--- src/gmlc_pkg.sv ---
`timescale 1ns / 1ps
package gmlc_pkg;

   localparam int PIXEL_W        = 8;
   localparam int MEAN_W         = 16;
   localparam int INV_W          = 16;
   localparam int LOGNORM_W      = 16;
   localparam int LABEL_W        = 8;
   localparam int COUNT_W        = 3;
   localparam int INDEX_W        = 3;
   localparam int WORD_W         = 56;
   localparam int NUM_CLASS_REGS = 7;

   // d = pixel*256 - mean, signed Q8.8
   localparam int DIFF_W    = MEAN_W + 2;
   // |d| never exceeds 65535
   localparam int ABS_W     = MEAN_W;
   localparam int SQ_W      = 2 * ABS_W;
   localparam int PEN_W     = SQ_W + INV_W;
   // lognorm Q8.8 aligned to the Q.28 penalty
   localparam int LOG_SHIFT = 20;
   localparam int SCORE_W   = PEN_W + 2;

   localparam logic [INDEX_W-1:0] REG_COUNT  = 3'd0;
   localparam logic [INDEX_W-1:0] REG_CLASS0 = 3'd1;

   typedef struct packed {
      logic        [LABEL_W-1:0]   label;
      logic signed [LOGNORM_W-1:0] lognorm;
      logic        [INV_W-1:0]     inv2var;
      logic        [MEAN_W-1:0]    mean;
   } class_word_type;

   typedef struct packed {
      logic signed [SCORE_W-1:0] score;
      logic        [LABEL_W-1:0] label;
      logic                      active;
   } cand_type;

   typedef struct packed {
      logic en_diff;
      logic en_square;
      logic en_penalty;
      logic en_score;
   } lane_ctl_type;

   // depth of the registered compare tree, at least one level
   function automatic int tree_levels(input int n);
      int lv;
      lv = 1;
      for (int k = 0; k < 8; k++) begin
         if ((1 << lv) < n) begin
            lv = lv + 1;
         end
      end
      return lv;
   endfunction

endpackage

--- src/gmlc_lane.sv ---
`timescale 1ns / 1ps
module gmlc_lane
   import gmlc_pkg::*;
(
   input  logic                      clock,
   input  logic [PIXEL_W-1:0]        pixel,
   input  class_word_type            word,
   input  lane_ctl_type              ctl,
   output logic signed [SCORE_W-1:0] score
);

   logic signed [DIFF_W-1:0]  diff;
   logic signed [DIFF_W-1:0]  diff_neg;
   logic [ABS_W-1:0]          absd_in;
   logic [ABS_W-1:0]          absd_ff;
   logic [SQ_W-1:0]           sq_in;
   logic [SQ_W-1:0]           sq_ff;
   logic [PEN_W-1:0]          pen_in;
   logic [PEN_W-1:0]          pen_ff;
   logic signed [SCORE_W-1:0] lognorm_al;
   logic signed [SCORE_W-1:0] score_in;
   logic signed [SCORE_W-1:0] score_ff;

   always_comb begin
      diff     = $signed({2'b00, pixel, 8'h00}) - $signed({2'b00, word.mean});
      diff_neg = -diff;
      absd_in  = diff[DIFF_W-1] ? diff_neg[ABS_W-1:0] : diff[ABS_W-1:0];
      sq_in    = SQ_W'(absd_ff) * SQ_W'(absd_ff);
      pen_in   = PEN_W'(sq_ff) * PEN_W'(word.inv2var);
      lognorm_al = $signed({{(SCORE_W - LOGNORM_W - LOG_SHIFT){word.lognorm[LOGNORM_W-1]}},
                            word.lognorm, {LOG_SHIFT{1'b0}}});
      score_in = lognorm_al - $signed({2'b00, pen_ff});
   end

   always_ff @(posedge clock) begin
      if (ctl.en_diff) begin
         absd_ff <= absd_in;
      end
      if (ctl.en_square) begin
         sq_ff <= sq_in;
      end
      if (ctl.en_penalty) begin
         pen_ff <= pen_in;
      end
      if (ctl.en_score) begin
         score_ff <= score_in;
      end
   end

   assign score = score_ff;

endmodule

--- config.mk ---
export PLATFORM = sky130hd
export DESIGN_NAME = gmlc_lane
export DESIGN_NICKNAME = d
export VERILOG_FILES = /design/src/gmlc_pkg.sv /design/src/gmlc_lane.sv
export SDC_FILE = /design/constraint.sdc
export NUM_CORES = 2
export LEC_CHECK = 0
export BUFFER_PORTS_ARGS = -buffer_cell sky130_fd_sc_hd__buf_2
export CAP_MARGIN = 20
export CORE_MARGIN = 4
export CORE_UTILIZATION = 40
export CTS_BUF_LIST = sky130_fd_sc_hd__clkbuf_8
export DETAILED_ROUTE_END_ITERATION = 16
export PLACE_DENSITY = 0.61
export SYNTH_ARGS = -nofsm -noshare
export SYNTH_HDL_FRONTEND = slang
export SYNTH_SLANG_ARGS = --single-unit
--- constraint.sdc ---
create_clock -name clock -period 8.7 [get_ports clock]
set_input_delay 1.305 -clock clock [delete_from_list [all_inputs] [get_ports clock]]
set_output_delay 1.305 -clock clock [all_outputs]
set_load 0.05 [all_outputs]
# --- Word-level counts from Yosys, hierarchy flattened ---
# Cells that the tools add are included.
word_totals:
  reg_bits: 146
  inputBits: 69
op_classes:
  n_addsub: 3
  mul: 2
  mux: 1
op_table:
  columns: ["cell", "count"]
  rows:
  - ["$sub 36x49->50", 1]
  - ["$mul 32x16->48", 1]
  - ["$mul 16x16->32", 1]
  - ["$sub 16x16->17", 1]
  - ["$mux 16", 1]
  - ["$neg 16->16", 1]

# --- Longest topological paths before layout ---
logic_depth:
  ltp_word: 3
  depth_mapped: 26
  depth_no_buf: 25

# --- Least setup slack after synthesis ---
# Ideal clock, no wire load.
synth_path:
  path_type: "input port to flip-flop"
  startpoint: "input port word[17] (netlist bit)"
  endpoint: "register pen_ff[45] (data pin)"
  setup_time_ps: 258
  arrival_ps: 6923
  t_required_ps: 8442
  slack_ps: 1519
  cell_stages: 21
  cell_sequence: "clkbuf_1 > nand2_1 > fa_1 > fa_1 > fa_1 > inv_1 > fa_1 > fa_1 > inv_1 > fa_1 > inv_1 > ha_1 > clkbuf_1 > nand3_1 > or3_1 > or4_1 > o21ai_1 > a22oi_1 > o211ai_1 > a21oi_1 > xnor2_1"
synth_via:
  elab_chain_cells: 1
synth_lines:
  columns: ["element", "line", "source"]
  rows:
  - ["from (decl)", "gmlc_lane.sv:7", "input class_word_type word,"]
  - ["$mul 32x16->48", "gmlc_lane.sv:29", "pen_in = PEN_W'(sq_ff) * PEN_W'(word.inv2var);"]
  - ["net pen_in[45]", "gmlc_lane.sv:18", "logic [PEN_W-1:0] pen_in;"]
  - ["to (signal assigned)", "gmlc_lane.sv:43", "pen_ff <= pen_in;"]
  - ["to (decl)", "gmlc_lane.sv:19", "logic [PEN_W-1:0] pen_ff;"]
# The timed path passes the listed nets, and every way through them passes these cells.
# A chain may end at the register's enable or synchronous reset.

# --- Worst setup path after layout ---
layout_path:
  startpoint: "input port word[23] (netlist bit)"
  endpoint: "register pen_ff[41] (data pin)"
# Same word-level chain as after synthesis.

==> results.yml <==
run_status:
  status: "finished, final reports clean"
sta:
  fin_crit_sh_pct: 86.75
  final_hold_viol_count: 0
  rsz0062_at_grt: "false"
  fin_skew_ns: 0.02335
  post-route-min-period_ns: 7.547
  max_slew_margin_pct: 32.47
  setup_viol: 0
  fin_setup_tns_ns: 0
  setup_slack_ns: 1.153
  finalMaxSlewViolations: 0
  worst_slew_pin_slew_ns: 1.013
  max_freq_ghz: 0.1325
die:
  io_pins: 119
  initial_core_util_pct: 40.59
  dieArea_sq_mm: 0.08039
  core-area_sq_mm: 0.07482
  die_h_um: 283.5
  std_cell_rows: 100
  die_x_um: 283.5
critical_path:
  reg2reg_to: "pen_ff[41]"
  reg2reg_slack_ns: 1.68
  r2r_cells: 23
  worst_ep_required_time_ns: 8.99
  r2r-start: "sq_ff[7]"
  end_kind: "register"
  worstPathArrival_ns: 7.84
  startpoint: "word[23]"
  crit_type: "primary input to register"
  path_max_fanout: 31
  cp-start-kind: "primary input"
global_routing:
  antenna_found_initial: 3
  grt_max_degree: 51
  gr-total-overflow: 0
  grt_usage_pct: 17.02
  grt_pass1_wl_mm: 112.4
  grt_pass1_vias: 22177
cts:
  cts.sink_count: 145
  clk_latency_ns: 0.55
  path_clk_slew_ns: 0.10
  ctsHoldBuffers: 0
  cts_root_buf: "clkbuf_8"
  cts.path.max_buffers: 2
  numCtsBuffers: 17
  htree_levels: 4
  ctsResizeCount: 0
  post_cts_buffers: 0
  tritoncts: "yes"
flow_run:
  max_cap_violations: 0
logic_synthesis:
  yosysSeqAreaShare_pct: 14.34
  synth.top_cell.area_share_pct: 37.91
  synth_async_sr_flop_share_pct: 0
  yosys.area.top_type: "fa_1"
  synth_area_sq_mm: 0.03037
  ys_seq_elements: 145
  yosys_warnings: 0
  ys_top_cells_by_count: "inv_1, fa_1, nand2_1"
  synth_top_flop_cell: "edfxtp_1"
  synth.most_common_cell: "inv_1"
  syn_avg_cell_area_sq_um: 9.407
  synth_edf_count: 145
  synth_area_leaders: "fa_1, edfxtp_1, ha_1, inv_1, and2_1"
  synth_cell_types: 78
  syn-instance-count: 3228
route:
  vias: 20913
  ant_nets: 0
  drc: 0
  wl_mm: 66.14
  wl_per_cell_um: 15.66
  dr.pass1.iters: 5
  drt-initial-drc-count: 1128
  vias_per_cell: 4.951
final_layout:
  num-nets-final: 4145
  synthToLayoutAreaGrowth_pct: 5.703
  multi_input_area_sq_mm: 0.02280
  regArea_sq_mm: 0.004354
  fillers: 7353
  drive_gt1_share_pct: 5.164
placed_design:
  gp_congestion: 0.8430
  port_buffers: 110
  pre_cts_ws_ns: 0.6254
  post-dp-hpwl_mm: 52.32
hold_path:
  hold_start: "pen_ff[0]"
  hp-class: "register to register"
  hold_path_end: "score[0]"
  hold_depth: 0
[area by class of cell]
class / count / area share (%)
antenna: 2 / 0.01559
timing repair buffer: 114 / 1.848
clock buffer: 17 / 0.7289
clock inverter: 15 / 0.5340
sequential: 145 / 13.57
tap: 969 / 3.777
inverter: 726 / 8.490
multi-input combinational: 2236 / 71.04
[critical path: stages]
cell and delay, ns:
buf_2 0.58, nand2_1 0.19, fa_1 0.57, inv_1 0.05, fa_1 0.50, inv_1 0.05
fa_1 0.54, inv_1 0.05, fa_1 0.47, fa_1 0.50, inv_1 0.05, fa_1 0.47
inv_1 0.04, ha_1 0.40, nand4_1 0.17, nor3_1 0.18, a211oi_1 0.07, o31a_1 0.15
o31ai_1 0.33, a21oi_1 0.12, nor2_1 0.36, a41o_1 0.27, nor4b_1 0.06, a311o_1 0.35
[cell families after synthesis]
| family | count (synthesis) | synth area share, % |
|---|---|---|
| flip-flops | 145 | 14.34 |
| AO/OA/AOI/OAI | 344 | 7.408 |
| adder cells (fa/ha/maj) | 836 | 48.66 |
| multiplexers | 3 | 0.1030 |
| XOR/XNOR | 150 | 4.326 |
| buffers and inverters | 853 | 10.64 |
| AND/OR/NAND/NOR | 895 | 14.50 |
| other | 2 | 0.02473 |
[placed cells by master (no fill, tap or decap), drive strengths merged, types with 3 or more instances in the layout]
cell type	synthesis	routed
edfxtp	145	145
buf	6	114
clkbuf	121	17
or4	5	5
a211oi	3	3
nor2b	14	14
a31oi	12	12
nand2b	13	13
a21o	63	63
fa	575	575
o211ai	9	9
xnor2	96	96
and2	276	276
o21ai	54	54
nor2	72	72
clkinv	0	6
and3	9	9
ha	261	261
o31ai	14	14
o31a	9	9
a31o	3	3
nor4	6	6
o21bai	20	20
a21oi	113	113
xor2	54	54
o21a	15	15
nand4	20	20
nor3	23	23
nand3b	3	3
or3	8	8
nand2	404	404
or2	6	6
nand3	26	26
inv	726	733
conb	2	8
[sequential cells by signal (all words and copies together) (netlist names)]
signal and count:
score 50, pen_ff 48, sq_ff 31, absd_ff 16
[routing by layer]
metal  GRT usage (%)  share of wire (%)
met1           23.77                 46
met2           27.65                 46
met3           3.108                6.2
met4           4.033                1.7
met5               0              0.020
[how the worst max path moves through the flow]
stage                       to  depth (start not counted)
floorplan           pen_ff[45]                         21
global placement    pen_ff[41]                         24
detailed placement  pen_ff[41]                         24
CTS                 pen_ff[41]                         24
global route        pen_ff[41]                         24
finish              pen_ff[41]                         24
[metrics by stage]
| step | utilization, % | instance area (sq um) | cells | hold WS [ns] |
|---|---|---|---|---|
| 6_report | 42.90 | 32100 | 4224 | 0.5510 |
| 5_1_grt | 42.90 | 32100 | 4223 | 0.5777 |
| 4_1_cts | 42.87 | 32070 | 4221 | 0.5481 |
| 3_5_place_dp | 42.32 | 31670 | 4189 | 0.5228 |
| 3_3_place_gp | 42.32 | 31670 | 4189 | 0.5104 |
| 2_1_floorplan | - | 30390 | 3234 | 0.4761 |
Power is not shown: default switching activity piles up to over one toggle a cycle in this logic, so the estimate is an artifact.
