[config.mk]
export PLATFORM = sky130hd
export DESIGN_NAME = gmlc_csr
export DESIGN_NICKNAME = d
export VERILOG_FILES = /design/src/gmlc_pkg.sv /design/src/gmlc_csr.sv
export SDC_FILE = /design/constraint.sdc
export NUM_CORES = 1
export LEC_CHECK = 0
export ABC_AREA = 1
export BUFFER_PORTS_ARGS = -buffer_cell sky130_fd_sc_hd__clkbuf_2
export CORE_AREA = 2 2 163 197
export CTS_CLUSTER_DIAMETER = 40
export DETAILED_ROUTE_END_ITERATION = 6
export DIE_AREA = 0 0 165 199
export PLACE_DENSITY_LB_ADDON = 0.2
export RECOVER_POWER = 25
export SLEW_MARGIN = 10
export SYNTH_ARGS = -nofsm -noshare
export SYNTH_HDL_FRONTEND = slang
export SYNTH_SLANG_ARGS = --single-unit
[constraint.sdc]
create_clock -name clock -period 1.6 [get_ports clock]
set_input_delay 0.4 -clock clock [delete_from_list [all_inputs] [get_ports clock]]
set_output_delay 0.4 -clock clock [all_outputs]
set_load 0.02 [all_outputs]
[src/gmlc_pkg.sv]
`timescale 1ns / 1ps
package gmlc_pkg;

   localparam int PIXEL_W        = 8;
   localparam int MEAN_W         = 16;
   localparam int INV_W          = 16;
   localparam int LOGNORM_W      = 16;
   localparam int LABEL_W        = 8;
   localparam int COUNT_W        = 3;
   localparam int INDEX_W        = 3;
   localparam int WORD_W         = 56;
   localparam int NUM_CLASS_REGS = 7;

   // d = pixel*256 - mean, signed Q8.8
   localparam int DIFF_W    = MEAN_W + 2;
   // |d| never exceeds 65535
   localparam int ABS_W     = MEAN_W;
   localparam int SQ_W      = 2 * ABS_W;
   localparam int PEN_W     = SQ_W + INV_W;
   // lognorm Q8.8 aligned to the Q.28 penalty
   localparam int LOG_SHIFT = 20;
   localparam int SCORE_W   = PEN_W + 2;

   localparam logic [INDEX_W-1:0] REG_COUNT  = 3'd0;
   localparam logic [INDEX_W-1:0] REG_CLASS0 = 3'd1;

   typedef struct packed {
      logic        [LABEL_W-1:0]   label;
      logic signed [LOGNORM_W-1:0] lognorm;
      logic        [INV_W-1:0]     inv2var;
      logic        [MEAN_W-1:0]    mean;
   } class_word_type;

   typedef struct packed {
      logic signed [SCORE_W-1:0] score;
      logic        [LABEL_W-1:0] label;
      logic                      active;
   } cand_type;

   typedef struct packed {
      logic en_diff;
      logic en_square;
      logic en_penalty;
      logic en_score;
   } lane_ctl_type;

   // depth of the registered compare tree, at least one level
   function automatic int tree_levels(input int n);
      int lv;
      lv = 1;
      for (int k = 0; k < 8; k++) begin
         if ((1 << lv) < n) begin
            lv = lv + 1;
         end
      end
      return lv;
   endfunction

endpackage

[src/gmlc_csr.sv]
`timescale 1ns / 1ps
module gmlc_csr
   import gmlc_pkg::*;
#(
   parameter int MAX_CLASSES = 7
) (
   input  logic                  clock,
   input  logic                  reset,
   input  logic                  csr_write_enable,
   input  logic [INDEX_W-1:0]    csr_index,
   input  logic [WORD_W-1:0]     csr_wdata,
   output logic [COUNT_W-1:0]    class_count,
   output class_word_type        class_word [MAX_CLASSES]
);

   logic [COUNT_W-1:0] count_ff;
   class_word_type     word_ff [MAX_CLASSES];

   // words for classes at or above MAX_CLASSES are never scored, so not kept
   always_ff @(posedge clock) begin
      if (reset) begin
         count_ff <= '0;
         for (int i = 0; i < MAX_CLASSES; i++) begin
            word_ff[i] <= '0;
         end
      end else if (csr_write_enable) begin
         if (csr_index == REG_COUNT) begin
            count_ff <= csr_wdata[COUNT_W-1:0];
         end
         for (int i = 0; i < MAX_CLASSES; i++) begin
            if (csr_index == INDEX_W'(int'(REG_CLASS0) + i)) begin
               word_ff[i] <= class_word_type'(csr_wdata);
            end
         end
      end
   end

   assign class_count = count_ff;
   assign class_word  = word_ff;

endmodule

# After elaboration in Yosys (flattened, before gate mapping)
# Cells that the tools add are included.
[word_totals]
latchBits = 0
input_bits = 62
mem_count = 0
output_inout_bits = 395
ramBits = 0
ff_bits = 395
mem_bits_ro = 0
[op_classes]
shift = 0
div = 0
mul = 0
n_bitwise = 0
addsub = 0
order_cmp = 0
n_mux = 0
eq_ne = 7
n_reduce_logical = 9
[op_table]
columns = ["cell", "n"]
rows = [
  ["AND reduction 2 bit", 8],
  ["equality test 3 bit (second input constant)", 4],
  ["equality test 3 x 2 -> 1 bit (second input constant)", 2],
  ["equality test 3 x 1 -> 1 bit (second input constant)", 1],
  ["logical NOT 3 bit", 1],
]

# Depth between registers and ports, before layout
# Gate-level depths: netlist (run 1).
[depth]
ltp_word = 2
mapped_depth = 7
ltp_nobuf = 5

# Least setup slack after synthesis (run 1)
# No wires, ideal clock.
[synth_path]
kind = "input to register"
startpoint = "input csr_index[2]"
endpoint = "register word_ff, in the netlist class_word[19]"
arrival_time_ps = 1185
n_path_buf = 2
setup_slack_ps = 302
setup_ps = 113
cell_stages = 7
cell_sequence = "nand2_1 nor2_1 buf_2 buf_2 nand2_1 nand2_1 nor2_1"
[synth_via]
elab_chain_len = 2
[synth_rtl]
columns = ["element", "line", "rtl"]
rows = [
  ["start, declared", "gmlc_csr.sv:10", "input logic [INDEX_W-1:0] csr_index,"],
  ["equality test 3 bit", "gmlc_csr.sv:31", "if (csr_index == INDEX_W'(int'(REG_CLASS0) + i)) begin"],
  ["AND reduction 2 bit (no line)", "-", ""],
  ["end signal, assigned by index", "gmlc_csr.sv:32", "word_ff[i] <= class_word_type'(csr_wdata);"],
  ["end, declared", "gmlc_csr.sv:17", "class_word_type word_ff [MAX_CLASSES];"],
]
# No other way between the ends.
# A chain may end at the register's enable or synchronous reset.

# Worst setup path after layout (run 1)
[layout_path]
startpoint = "register word_ff, in the netlist class_word[295]"
endpoint = "output class_word[295] (netlist bit)"
[layout_rtl]
columns = ["element", "line", "rtl"]
rows = [
  ["end, declared", "gmlc_csr.sv:13", "output class_word_type class_word [MAX_CLASSES]"],
]
# No word-level cell between the ends.

==> results by group, run 1 <==
Pwr
  – Total Power: 22800 uW
  – Sequential share of power: 0.457
  – Internal power: 16600 uW
  – Sw frac: 0.271
  – Comb pwr share: 0.114
  – Clock power share: 0.429
  – Maximum VDD drop: 0.914 mV
  – Pwr/cell area: 1160 mW/mm^2
  – Sw power: 6160 uW
  – Static Leak: 0.00938 uW

Yosys
  – Post-synth top area share: 0.517
  – Post-synthesis compound-gate area fraction: 0
  – Synthesized area per cell: 6.90 um^2
  – EDFF count, synth: 0
  – Post-Synthesis Cells: 2219
  – Yosys cell types: 11
  – Largest area contributor in the netlist: dfxtp_1
  – Ranking of synthesized cells by area: dfxtp_1, nor2_1, nand2_1
  – Net count after synthesis: 2281
  – Register area share after synthesis: 0.517
  – Adder-Cell Fraction of Synth Area: 0
  – Yosys reg bits: 395
  – Top_reg_cell synth: dfxtp_1
  – Yosys warns: 0
  – Post-synthesis mux area share: 0
  – Async set or reset register ratio after synthesis: 0
  – Post-synthesis simple-gate area fraction: 0.420
  – Combinational family with the most area after synthesis: simple AND/OR/NAND/NOR gates
  – Synth Cell Area: 0.0153 mm^2
  – Most common cell in the netlist: nor2_1
  – Synth cell count leaders: nor2_1, nand2_1, dfxtp_1
  – Xor/xnor share of the synthesized area: 0

Floorplan
  – I/O pin count: 457
  – Die span in y: 199 um
  – Starting Density: 0.494
  – # rows: 71
  – Core area: 0.0310 mm^2
  – Width of the chip: 165 um
  – Die ar.: 0.0328 mm^2

STA
  – Least-Margin Pin Slew: 0.850 ns
  – Worst hold slack: 0.271 ns
  – RSZ-0062 raised after global routing: false
  – Period minus WS final: 1.58 ns
  – Final setup viols: 0
  – Max-slew headroom: 0.433
  – Max Clk Rate: 0.634 GHz
  – Final worst slack: 0.0230 ns
  – Slew Limit Fails: 0
  – Hold Vio Cnt, Final: 0
  – Layout Skew: 0 ns
  – Final period util: 0.986

Final layout
  – Synth-to-layout area growth: 27.8%
  – Share of post-route cells with drive strength above 1: 0.223
  – # fillers: 2915
  – Post-route insts no fill: 3052
  – Design Area, Final: 0.0196 mm^2
  – Layout Nets: 2679

Critical path
  – Worst path required time: 1.20 ns
  – Critical Path Source: class_word[295]
  – Top delay family on crit path: flip-flops
  – R2r setup slk: 0.94 ns
  – Type of origin of the critical path: flop
  – Crit path kind: flop to output pin
  – Critical Path End Type: output pin
  – Critical path buffer and inverter count: 1
  – Critical path data arrival time: 1.18 ns
  – Crit-path cells: clkbuf_2
  – Biggest cell delay along the critical path: 0.41 ns
  – Reg-to-reg critical path startpoint: class_word[272]
  – Crit-path slowest cell: dfxtp_1
  – Crit Path Max Fanout: 2

Global route
  – First-pass GRT wire length: 75700 um
  – GRT overflow: 0
  – GRT Resource Usage Total: 0.293
  – Largest net degree at the start of global routing: 61
  – Initial antenna violation count: 0
  – Vias in the first global route: 14100

Clock tree
  – Post-cts resize count: 0
  – Post-CTS Setup Inserts: 0
  – CTS tree: done
  – Total CTS buffers: 44
  – Worst-skew pair later-pin latency: 0.55 ns
  – CTS hold repair buffers: 0
  – H-Tree Depth: 2
  – Root Buffer: clkbuf_16
  – Clock Path Buffers: 3
  – CTS sink count: 395
  – Reg clk slew, reported paths: 0.06 ns

Outcome
  – Outcome: complete, no violations

Routing
  – Antenna Nets Post-Route: 0
  – First-iteration detailed-routing DRC count: 1169
  – Iteration count of the initial detailed-routing pass: 7
  – Drt wl/cell: 16.5 um
  – Drt via density: 5.13
  – Via Count: 15600
  – # DRC: 0
  – Final wirelength: 50300 um

Flow run
  – MaxCap Viol Count: 0

Placed design
  – Setup WS pre-CTS: -0.0570 ns
  – Placed cells: 2972
  – Post-DP HPWL: 34000 um
  – Placement Cell Area: 0.0183 mm^2
  – Global placement routability congestion: 0.851
  – Port buffer count: 456

Min path
  – Hold path start: reset
  – Hold Crit Class: input pin to flop
[power groups by stage]
| stage | Sequential (uW) | Clock, uW | Combinational [uW] |
|---|---|---|---|
| 2_1_floorplan | 11000 | 0 | 1230 |
| 3_3_place_gp | 10600 | 0 | 2600 |
| 5_1_grt | 10400 | 10200 | 2860 |
| 3_5_place_dp | 10600 | 0 | 2630 |
| 6_report | 10400 | 9760 | 2610 |
| 4_1_cts | 10400 | 9860 | 2640 |
[registers in the layout (all words and copies together) (netlist names)]
| name | cells |
|---|---|
| class_word | 392 |
| class_count | 3 |
[layer usage]
metal | wire length (um) | track usage | up-vias
met4 | 2490 | 0.151 | 0
met2 | 23900 | 0.487 | 673
li1 | - | - | 7650
met1 | 19800 | 0.357 | 7177
met3 | 4070 | 0.0603 | 143
met5 | 0 | 0 | -
[final timing paths]
| kind | end | cells after the start |
|---|---|---|
| max | class_word[295] | 1 |
| min reg2reg | class_word[334] | 2 |
| max reg2reg | class_word[272] | 2 |
| min | class_word[55] | 4 |
[through the flow]
| stage | util | setup TNS (ns) |
|---|---|---|
| after global routing | 0.631 | 0 |
| after detailed placement | 0.592 | -0.492 |
| after floorplan | - | 0 |
| after CTS | 0.637 | 0 |
| final | 0.631 | 0 |
| after global placement | 0.592 | -0.0416 |
[cell usage in the layout (no fill, tap or decap), drive strengths merged]
cell,n
buf,47
bufinv,1
clkbuf,528
clkinv,10
clkinvlp,5
dfxtp,395
diode,1
inv,66
nand2,457
nand3,339
nor2,802
[area by class of cell]
type	count	area, um^2	share of cell area
sequential	395	7910	0.404
multi-input combinational	1598	6480	0.331
timing repair buffer	515	3030	0.155
clock buffer	60	1230	0.0630
tap	401	502	0.0256
inverter	63	249	0.0127
clock inverter	19	165	0.00844
antenna	1	2.50	0.000128
[logic make-up after synthesis]
| family | count (synthesis) |
|---|---|
| and+or+nand+nor | 1598 |
| DFF | 395 |
| buffers and inverters | 226 |
Note: power is estimated with default switching activity, not from simulation.
==> run 2, diff against run 1 <==
--- a/config.mk
+++ b/config.mk
@@ -7,11 +7,11 @@
 export LEC_CHECK = 0
 export ABC_AREA = 1
 export BUFFER_PORTS_ARGS = -buffer_cell sky130_fd_sc_hd__clkbuf_2
-export CORE_AREA = 2 2 163 197
+export CORE_AREA = 2 2 151 213
 export CTS_CLUSTER_DIAMETER = 40
 export DETAILED_ROUTE_END_ITERATION = 6
-export DIE_AREA = 0 0 165 199
-export PLACE_DENSITY_LB_ADDON = 0.2
+export DIE_AREA = 0 0 153 215
+export PLACE_DENSITY_LB_ADDON = 0.08
 export RECOVER_POWER = 25
 export SLEW_MARGIN = 10
 export SYNTH_ARGS = -nofsm -noshare
==> run 2 against run 1 <==
Against the previous run: sequential share of layout area decreased by 0.43 points; non-clock buffer count is 12 higher; design area up 1.1%; clock-buffer cell count fell by 4; critical path type unchanged; largest cell class unchanged; largest power group unchanged.
==> results by group, run 2 (synthesis results as in run 1) <==
Outcome
  – Outcome: complete, no violations (unchanged)

STA
  – Final worst slack: 0.0410 ns (was 0.0230 ns)
  – Least-Margin Pin Slew: 0.863 ns (was 0.850 ns)
  – Final setup viols: 0 (unchanged)
  – Hold Vio Cnt, Final: 0 (unchanged)
  – Max Clk Rate: 0.641 GHz (was 0.634 GHz)
  – Worst hold slack: 0.252 ns (was 0.271 ns)
  – Period minus WS final: 1.56 ns (was 1.58 ns)
  – RSZ-0062 raised after global routing: false (unchanged)
  – Max-slew headroom: 0.425 (was 0.433)
  – Slew Limit Fails: 0 (unchanged)
  – Setup_tns: 0 ns (unchanged)
  – Layout Skew: 0 ns (unchanged)
  – Final period util: 0.974 (was 0.986)

Global route
  – GRT overflow: 0 (unchanged)
  – First-pass GRT wire length: 79900 um (was 75700 um)
  – GRT Resource Usage Total: 0.302 (was 0.293)
  – Vias in the first global route: 14500 (was 14100)
  – Initial antenna violation count: 0 (unchanged)
  – Largest net degree at the start of global routing: 83 (was 61)

Final layout
  – Largest register FFs: 392 (unchanged)
  – # fillers: 2888 (was 2915)
  – Most common cell after layout, fill and taps aside: nor2_1 (unchanged)
  – Share of post-route cells with drive strength above 1: 0.227 (was 0.223)
  – Layout Nets: 2689 (was 2679)
  – Most frequent cells in the layout: nor2_1, clkbuf_2, nand2_1 (unchanged)
  – Synth-to-layout area growth: 29.2% (was 27.8%)
  – Inserted Diodes: 0 (was 1)

Clock tree
  – Total CTS buffers: 42 (was 44)
  – Worst-skew pair later-pin latency: 0.55 ns (about the same)
  – CTS tree: done (unchanged)
  – Clock Path Buffers: 3 (unchanged)
  – Post-cts resize count: 0 (unchanged)
  – CTS hold repair buffers: 0 (unchanged)
  – Reg clk slew, reported paths: 0.06 ns (about the same)
  – Post-CTS Setup Inserts: 0 (unchanged)
  – Root Buffer: clkbuf_16 (unchanged)
  – CTS sink count: 395 (unchanged)
  – H-Tree Depth: 2 (unchanged)

Floorplan
  – I/O pin count: 457 (unchanged)
  – Starting Density: 0.492 (was 0.494)
  – Die span in y: 215 um (was 199 um)
  – Core area: 0.0311 mm^2 (was 0.0310 mm^2)
  – Die ar.: 0.0329 mm^2 (was 0.0328 mm^2)
  – # rows: 77 (was 71)
  – Width of the chip: 153 um (was 165 um)

Min path
  – Hold Crit Class: input pin to flop (unchanged)

Pwr
  – Total Power: 23200 uW (was 22800 uW)
  – Static Leak: 0.00951 uW (was 0.00938 uW)
  – Maximum VDD drop: 0.846 mV (was 0.914 mV)
  – Pwr/cell area: 1170 mW/mm^2 (was 1160 mW/mm^2)

Routing
  – Met1 Wirelength: 19400 um (was 19800 um)
  – Iteration count of the initial detailed-routing pass: 5 (was 7)
  – Met2 WL post-DR: 25200 um (was 23900 um)
  – # DRC: 0 (unchanged)
  – First-iteration detailed-routing DRC count: 1007 (was 1169)
  – Via Count: 15700 (was 15600)
  – Top sig layer: met4 (unchanged)
  – Final wirelength: 51400 um (was 50300 um)
  – Drt wl/cell: 16.8 um (was 16.5 um)
  – Antenna Nets Post-Route: 0 (unchanged)
  – Drt via density: 5.12 (was 5.13)
  – Metal3 WL: 4220 um (was 4070 um)

Critical path
  – Critical path buffer and inverter count: 1 (unchanged)
  – Crit-path slowest cell: dfxtp_1 (unchanged)
  – Critical path data arrival time: 1.16 ns (was 1.18 ns)
  – Top delay family on crit path: flip-flops (unchanged)
  – Worst path required time: 1.20 ns (about the same)
  – Crit-path cells: clkbuf_2 (unchanged)
  – Crit path kind: flop to output pin (unchanged)
  – Type of origin of the critical path: flop (unchanged)
  – Crit Path Max Fanout: 2 (unchanged)
  – Biggest cell delay along the critical path: 0.42 ns (was 0.41 ns)
  – Critical Path End Type: output pin (unchanged)

Placed design
  – Setup WS pre-CTS: -0.0663 ns (was -0.0570 ns)
  – Post-DP HPWL: 35000 um (was 34000 um)
  – Global placement routability congestion: 0.852 (was 0.851)
  – Port buffer count: 456 (unchanged)

Flow run
  – MaxCap Viol Count: 0 (unchanged)
[run 2: cell count changes in the layout (fill, tap and decap cells not counted), sizes merged]
cell      change
clkinvlp      -4
clkbuf        -2
clkinv        +3
diode         -1
buf          +10
bufinv        +3
[run 2: where the power goes]
group          leakage [uW]  internal (uW)  switching, uW
logic               0.00558            850           1820
registers           0.00321          10200            212
clock network      0.000717           5990           4150
total               0.00951          17000           6180
[run 2: path summary, 6_finish.rpt]
| check | slack [ns] | endpoint | depth (start not counted) | start |
|---|---|---|---|---|
| worst min register to register | 0.48 | class_word[268] | 2 | class_word[268] |
| worst max register to register | 0.96 | class_word[208] | 2 | class_word[208] |
| worst min-delay path | 0.25 | class_word[280] | 4 | reset |
| worst max-delay path | 0.04 | class_word[31] | 1 | class_word[31] |
[run 2: final cells by class]
| cell class | instances | area, um^2 | area share |
|---|---|---|---|
| tap | 395 | 494 | 0.0250 |
| inverter | 63 | 249 | 0.0126 |
| clock buffer | 56 | 1200 | 0.0609 |
| timing repair buffer | 527 | 3210 | 0.162 |
| clock inverter | 21 | 240 | 0.0121 |
| sequential | 395 | 7910 | 0.400 |
| multi-input combinational | 1598 | 6470 | 0.327 |
[run 2: metal layers]
layer  GRT usage  up-vias
met3      0.0734      130
met1       0.354     7173
met5           0        -
met2       0.514      670
met4       0.153        0
li1            -     7677
[run 2: stage by stage]
stage	cell area [um^2]	util	std cells
finish	19800	0.636	3055
global route	19800	0.636	3055
CTS	19900	0.641	3055
detailed placement	18500	0.594	2978
global placement	18500	0.594	2978
floorplan	15300	-	2219
==> run 3, diff against run 2 <==
--- a/config.mk
+++ b/config.mk
@@ -5,12 +5,11 @@
 export SDC_FILE = /design/constraint.sdc
 export NUM_CORES = 1
 export LEC_CHECK = 0
-export ABC_AREA = 1
 export BUFFER_PORTS_ARGS = -buffer_cell sky130_fd_sc_hd__clkbuf_2
-export CORE_AREA = 2 2 151 213
+export CORE_AREA = 2 2 151 212
 export CTS_CLUSTER_DIAMETER = 40
 export DETAILED_ROUTE_END_ITERATION = 6
-export DIE_AREA = 0 0 153 215
+export DIE_AREA = 0 0 153 214
 export PLACE_DENSITY_LB_ADDON = 0.08
 export RECOVER_POWER = 25
 export SLEW_MARGIN = 10
==> run 3 against run 2 <==
Against the previous run: routed wire length shrank 16%; synthesized cell count decreased by 39%; sequential cell count unchanged; clock power rose by 8%; clock-buffer cell count fell by 3; fmax up 2.0%; sequential share of layout area is 0.65 points lower; core utilization rose by 1.9 points; via count is 28% lower; non-clock buffer count up 10; critical endpoint is now class_count[1]; largest cell class unchanged.
==> results by group, run 3 <==
Floorplan
  – Core area: 0.0307 mm^2 (was 0.0311 mm^2)
  – Starting Density: 0.498 (was 0.492)
  – Die span in y: 214 um (was 215 um)
  – I/O pin count: 457 (unchanged)
  – Width of the chip: 153 um (unchanged)
  – Die ar.: 0.0327 mm^2 (was 0.0329 mm^2)
  – # rows: 76 (was 77)

Placed design
  – Global placement routability congestion: 0.807 (was 0.852)
  – Post-DP HPWL: 30600 um (was 35000 um)
  – Placed cells: 2178 (was 2978)
  – Port buffer count: 456 (unchanged)

Yosys
  – Async set or reset register ratio after synthesis: 0 (unchanged)
  – Synth cell count leaders: nand2b_1, dfxtp_1, mux2i_1 (was nor2_1, nand2_1, dfxtp_1)
  – EDFF count, synth: 0 (unchanged)
  – Register area share after synthesis: 0.517 (about the same)
  – Largest area contributor in the netlist: dfxtp_1 (unchanged)
  – Most common cell in the netlist: nand2b_1 (was nor2_1)
  – Post-synth top area share: 0.517 (about the same)
  – Yosys reg bits: 395 (unchanged)
  – Net count after synthesis: 1414 (was 2281)
  – Ranking of synthesized cells by area: dfxtp_1, mux2i_1, nand2b_1 (was dfxtp_1, nor2_1, nand2_1)
  – Top_reg_cell synth: dfxtp_1 (unchanged)
  – Yosys warns: 0 (unchanged)
  – Yosys cell types: 14 (was 11)
  – Post-Synthesis Cells: 1352 (was 2219)
  – Synthesized area per cell: 11.3 um^2 (was 6.90 um^2)
  – Synth Cell Area: 0.0153 mm^2 (about the same)

Critical path
  – Biggest cell delay along the critical path: 0.37 ns (was 0.42 ns)
  – Crit Path Max Fanout: 2 (unchanged)
  – Worst R2R Path Depth: 2 (unchanged)
  – Type of origin of the critical path: flop (unchanged)
  – Critical Path End Type: output pin (unchanged)
  – Reg-to-reg critical path startpoint: class_word[6] (was class_word[208])
  – Crit path kind: flop to output pin (unchanged)
  – Crit-path slowest cell: dfxtp_1 (unchanged)
  – Reg2reg end: class_word[6] (was class_word[208])
  – Crit-path cells: clkbuf_2 (unchanged)
  – Critical path data arrival time: 1.13 ns (was 1.16 ns)
  – Worst path required time: 1.20 ns (about the same)
  – R2r setup slk: 0.94 ns (was 0.96 ns)
  – Top delay family on crit path: flip-flops (unchanged)
  – Critical path buffer and inverter count: 1 (unchanged)

Global route
  – First-pass GRT wire length: 67800 um (was 79900 um)
  – Largest net degree at the start of global routing: 45 (was 83)
  – GRT overflow: 0 (unchanged)
  – Vias in the first global route: 11700 (was 14500)
  – GRT Resource Usage Total: 0.261 (was 0.302)
  – Initial antenna violation count: 2 (was 0)

Final layout
  – Layout Nets: 1894 (was 2689)
  – Share of post-route cells with drive strength above 1: 0.327 (was 0.227)
  – Synth-to-layout area growth: 31.5% (was 29.2%)
  – Post-route insts no fill: 2256 (was 3055)
  – # fillers: 2549 (was 2888)
  – Most common cell after layout, fill and taps aside: clkbuf_2 (was nor2_1)
  – Largest register FFs: 392 (unchanged)
  – Most frequent cells in the layout: clkbuf_2, nand2b_1, mux2i_1, dfxtp_1, clkbuf_16 (was nor2_1, clkbuf_2, nand2_1)

Min path
  – Hold path start: csr_wdata[15] (was reset)
  – Hold Crit Class: input pin to flop (unchanged)
  – Hold Path Stages: 4 (unchanged)
  – Worst Hold Path EP: class_word[15] (was class_word[280])

STA
  – Setup_tns: 0 ns (unchanged)
  – Layout Skew: 0 ns (unchanged)
  – Final setup viols: 0 (unchanged)
  – Max Clk Rate: 0.655 GHz (was 0.641 GHz)
  – Max-slew headroom: 0.390 (was 0.425)
  – Least-Margin Pin Slew: 0.915 ns (was 0.863 ns)
  – Hold Vio Cnt, Final: 0 (unchanged)
  – RSZ-0062 raised after global routing: false (unchanged)
  – Period minus WS final: 1.53 ns (was 1.56 ns)
  – Slew Limit Fails: 0 (unchanged)
  – Final period util: 0.955 (was 0.974)

Routing
  – # DRC: 0 (unchanged)
  – Drt wl/cell: 19.2 um (was 16.8 um)
  – Drt via density: 4.97 (was 5.12)
  – Antenna Nets Post-Route: 0 (unchanged)
  – Iteration count of the initial detailed-routing pass: 4 (was 5)
  – First-iteration detailed-routing DRC count: 403 (was 1007)
  – Final wirelength: 43300 um (was 51400 um)
  – Via Count: 11200 (was 15700)

Pwr
  – Pwr/cell area: 1140 mW/mm^2 (was 1170 mW/mm^2)
  – Clock power share: 0.477 (was 0.437)
  – Maximum VDD drop: 0.728 mV (was 0.846 mV)
  – Sw frac: 0.226 (was 0.266)
  – Sw power: 5170 uW (was 6180 uW)
  – Internal power: 17700 uW (was 17000 uW)
  – Static Leak: 0.0106 uW (was 0.00951 uW)
  – Sequential share of power: 0.445 (was 0.448)
  – Comb pwr share: 0.078 (was 0.115)

Clock tree
  – H-Tree Depth: 2 (unchanged)
  – Clock Path Buffers: 3 (unchanged)
  – CTS sink count: 395 (unchanged)
  – Reg clk slew, reported paths: 0.06 ns (about the same)
  – CTS hold repair buffers: 0 (unchanged)
  – Post-cts resize count: 0 (unchanged)
  – Total CTS buffers: 42 (unchanged)
  – CTS tree: done (unchanged)
  – Post-CTS Setup Inserts: 0 (unchanged)
  – Root Buffer: clkbuf_16 (unchanged)
  – Worst-skew pair later-pin latency: 0.54 ns (was 0.55 ns)

Flow run
  – MaxCap Viol Count: 0 (unchanged)

Outcome
  – Outcome: complete, no violations (unchanged)
run 3: worst max path at each step:
| stage | start | depth (start not counted) | slack, ns | endpoint |
|---|---|---|---|---|
| after global placement | csr_index[2] | 4 | 0.09 | class_word[358] |
| after detailed placement | csr_index[2] | 4 | 0.02 | class_word[375] |
| after global routing | class_count[1] | 1 | 0.02 | class_count[1] |
| final | class_count[1] | 1 | 0.07 | class_count[1] |
| after floorplan | csr_write_enable | 5 | 0.16 | class_word[324] |
| after CTS | class_word[74] | 1 | 0.03 | class_word[74] |
run 3: kinds of logic after synthesis:
kind of cell           Yosys count  synth area share
buffers and inverters          101            0.0329
DFF                            395             0.517
muxes                          395             0.259
and+or+nand+nor                461             0.191
run 3: cell type report:
class                   instances  area, um^2  area share
diodes                          2        5.00    0.000249
multi-input cells             856        6910       0.343
well taps                     390         488      0.0243
clock inverters                23         390      0.0194
clock buffers                  53        1180      0.0589
repair buffers                537        3230       0.160
flip-flops and latches        395        7910       0.393
run 3: tightest hold or removal path, cell delays in order:
cell and delay (ns):
clkbuf_2 0.08, nand2b_1 0.08, buf_4 0.13, mux2i_1 0.05
run 3: per-stage QoR:
step                utilization  power, uW  hold WS, ns  worst slack [ns]  cell area [um^2]
floorplan                     -      11400        0.546             0.157             15300
global placement          0.608      12200        0.457            0.0886             18700
detailed placement        0.608      12200        0.462            0.0211             18700
CTS                       0.659      23100        0.228            0.0319             20200
global route              0.655      23600        0.251            0.0248             20100
finish                    0.655      22900        0.257            0.0722             20100
run 3: power groups by stage:
stage	sequential, uW	clock, uW	combinational (uW)
CTS	10200	11100	1820
global route	10200	11500	1890
finish	10200	10900	1780
floorplan	10600	0	772
detailed placement	10400	0	1810
global placement	10400	0	1800
run 3: metal layers:
layer,part of all wire,up-vias,GRT usage
li1,-,5419,-
met1,0.39,5323,0.300
met2,0.48,379,0.441
met3,0.071,98,0.0755
met4,0.052,2,0.131
met5,0.00023,-,0
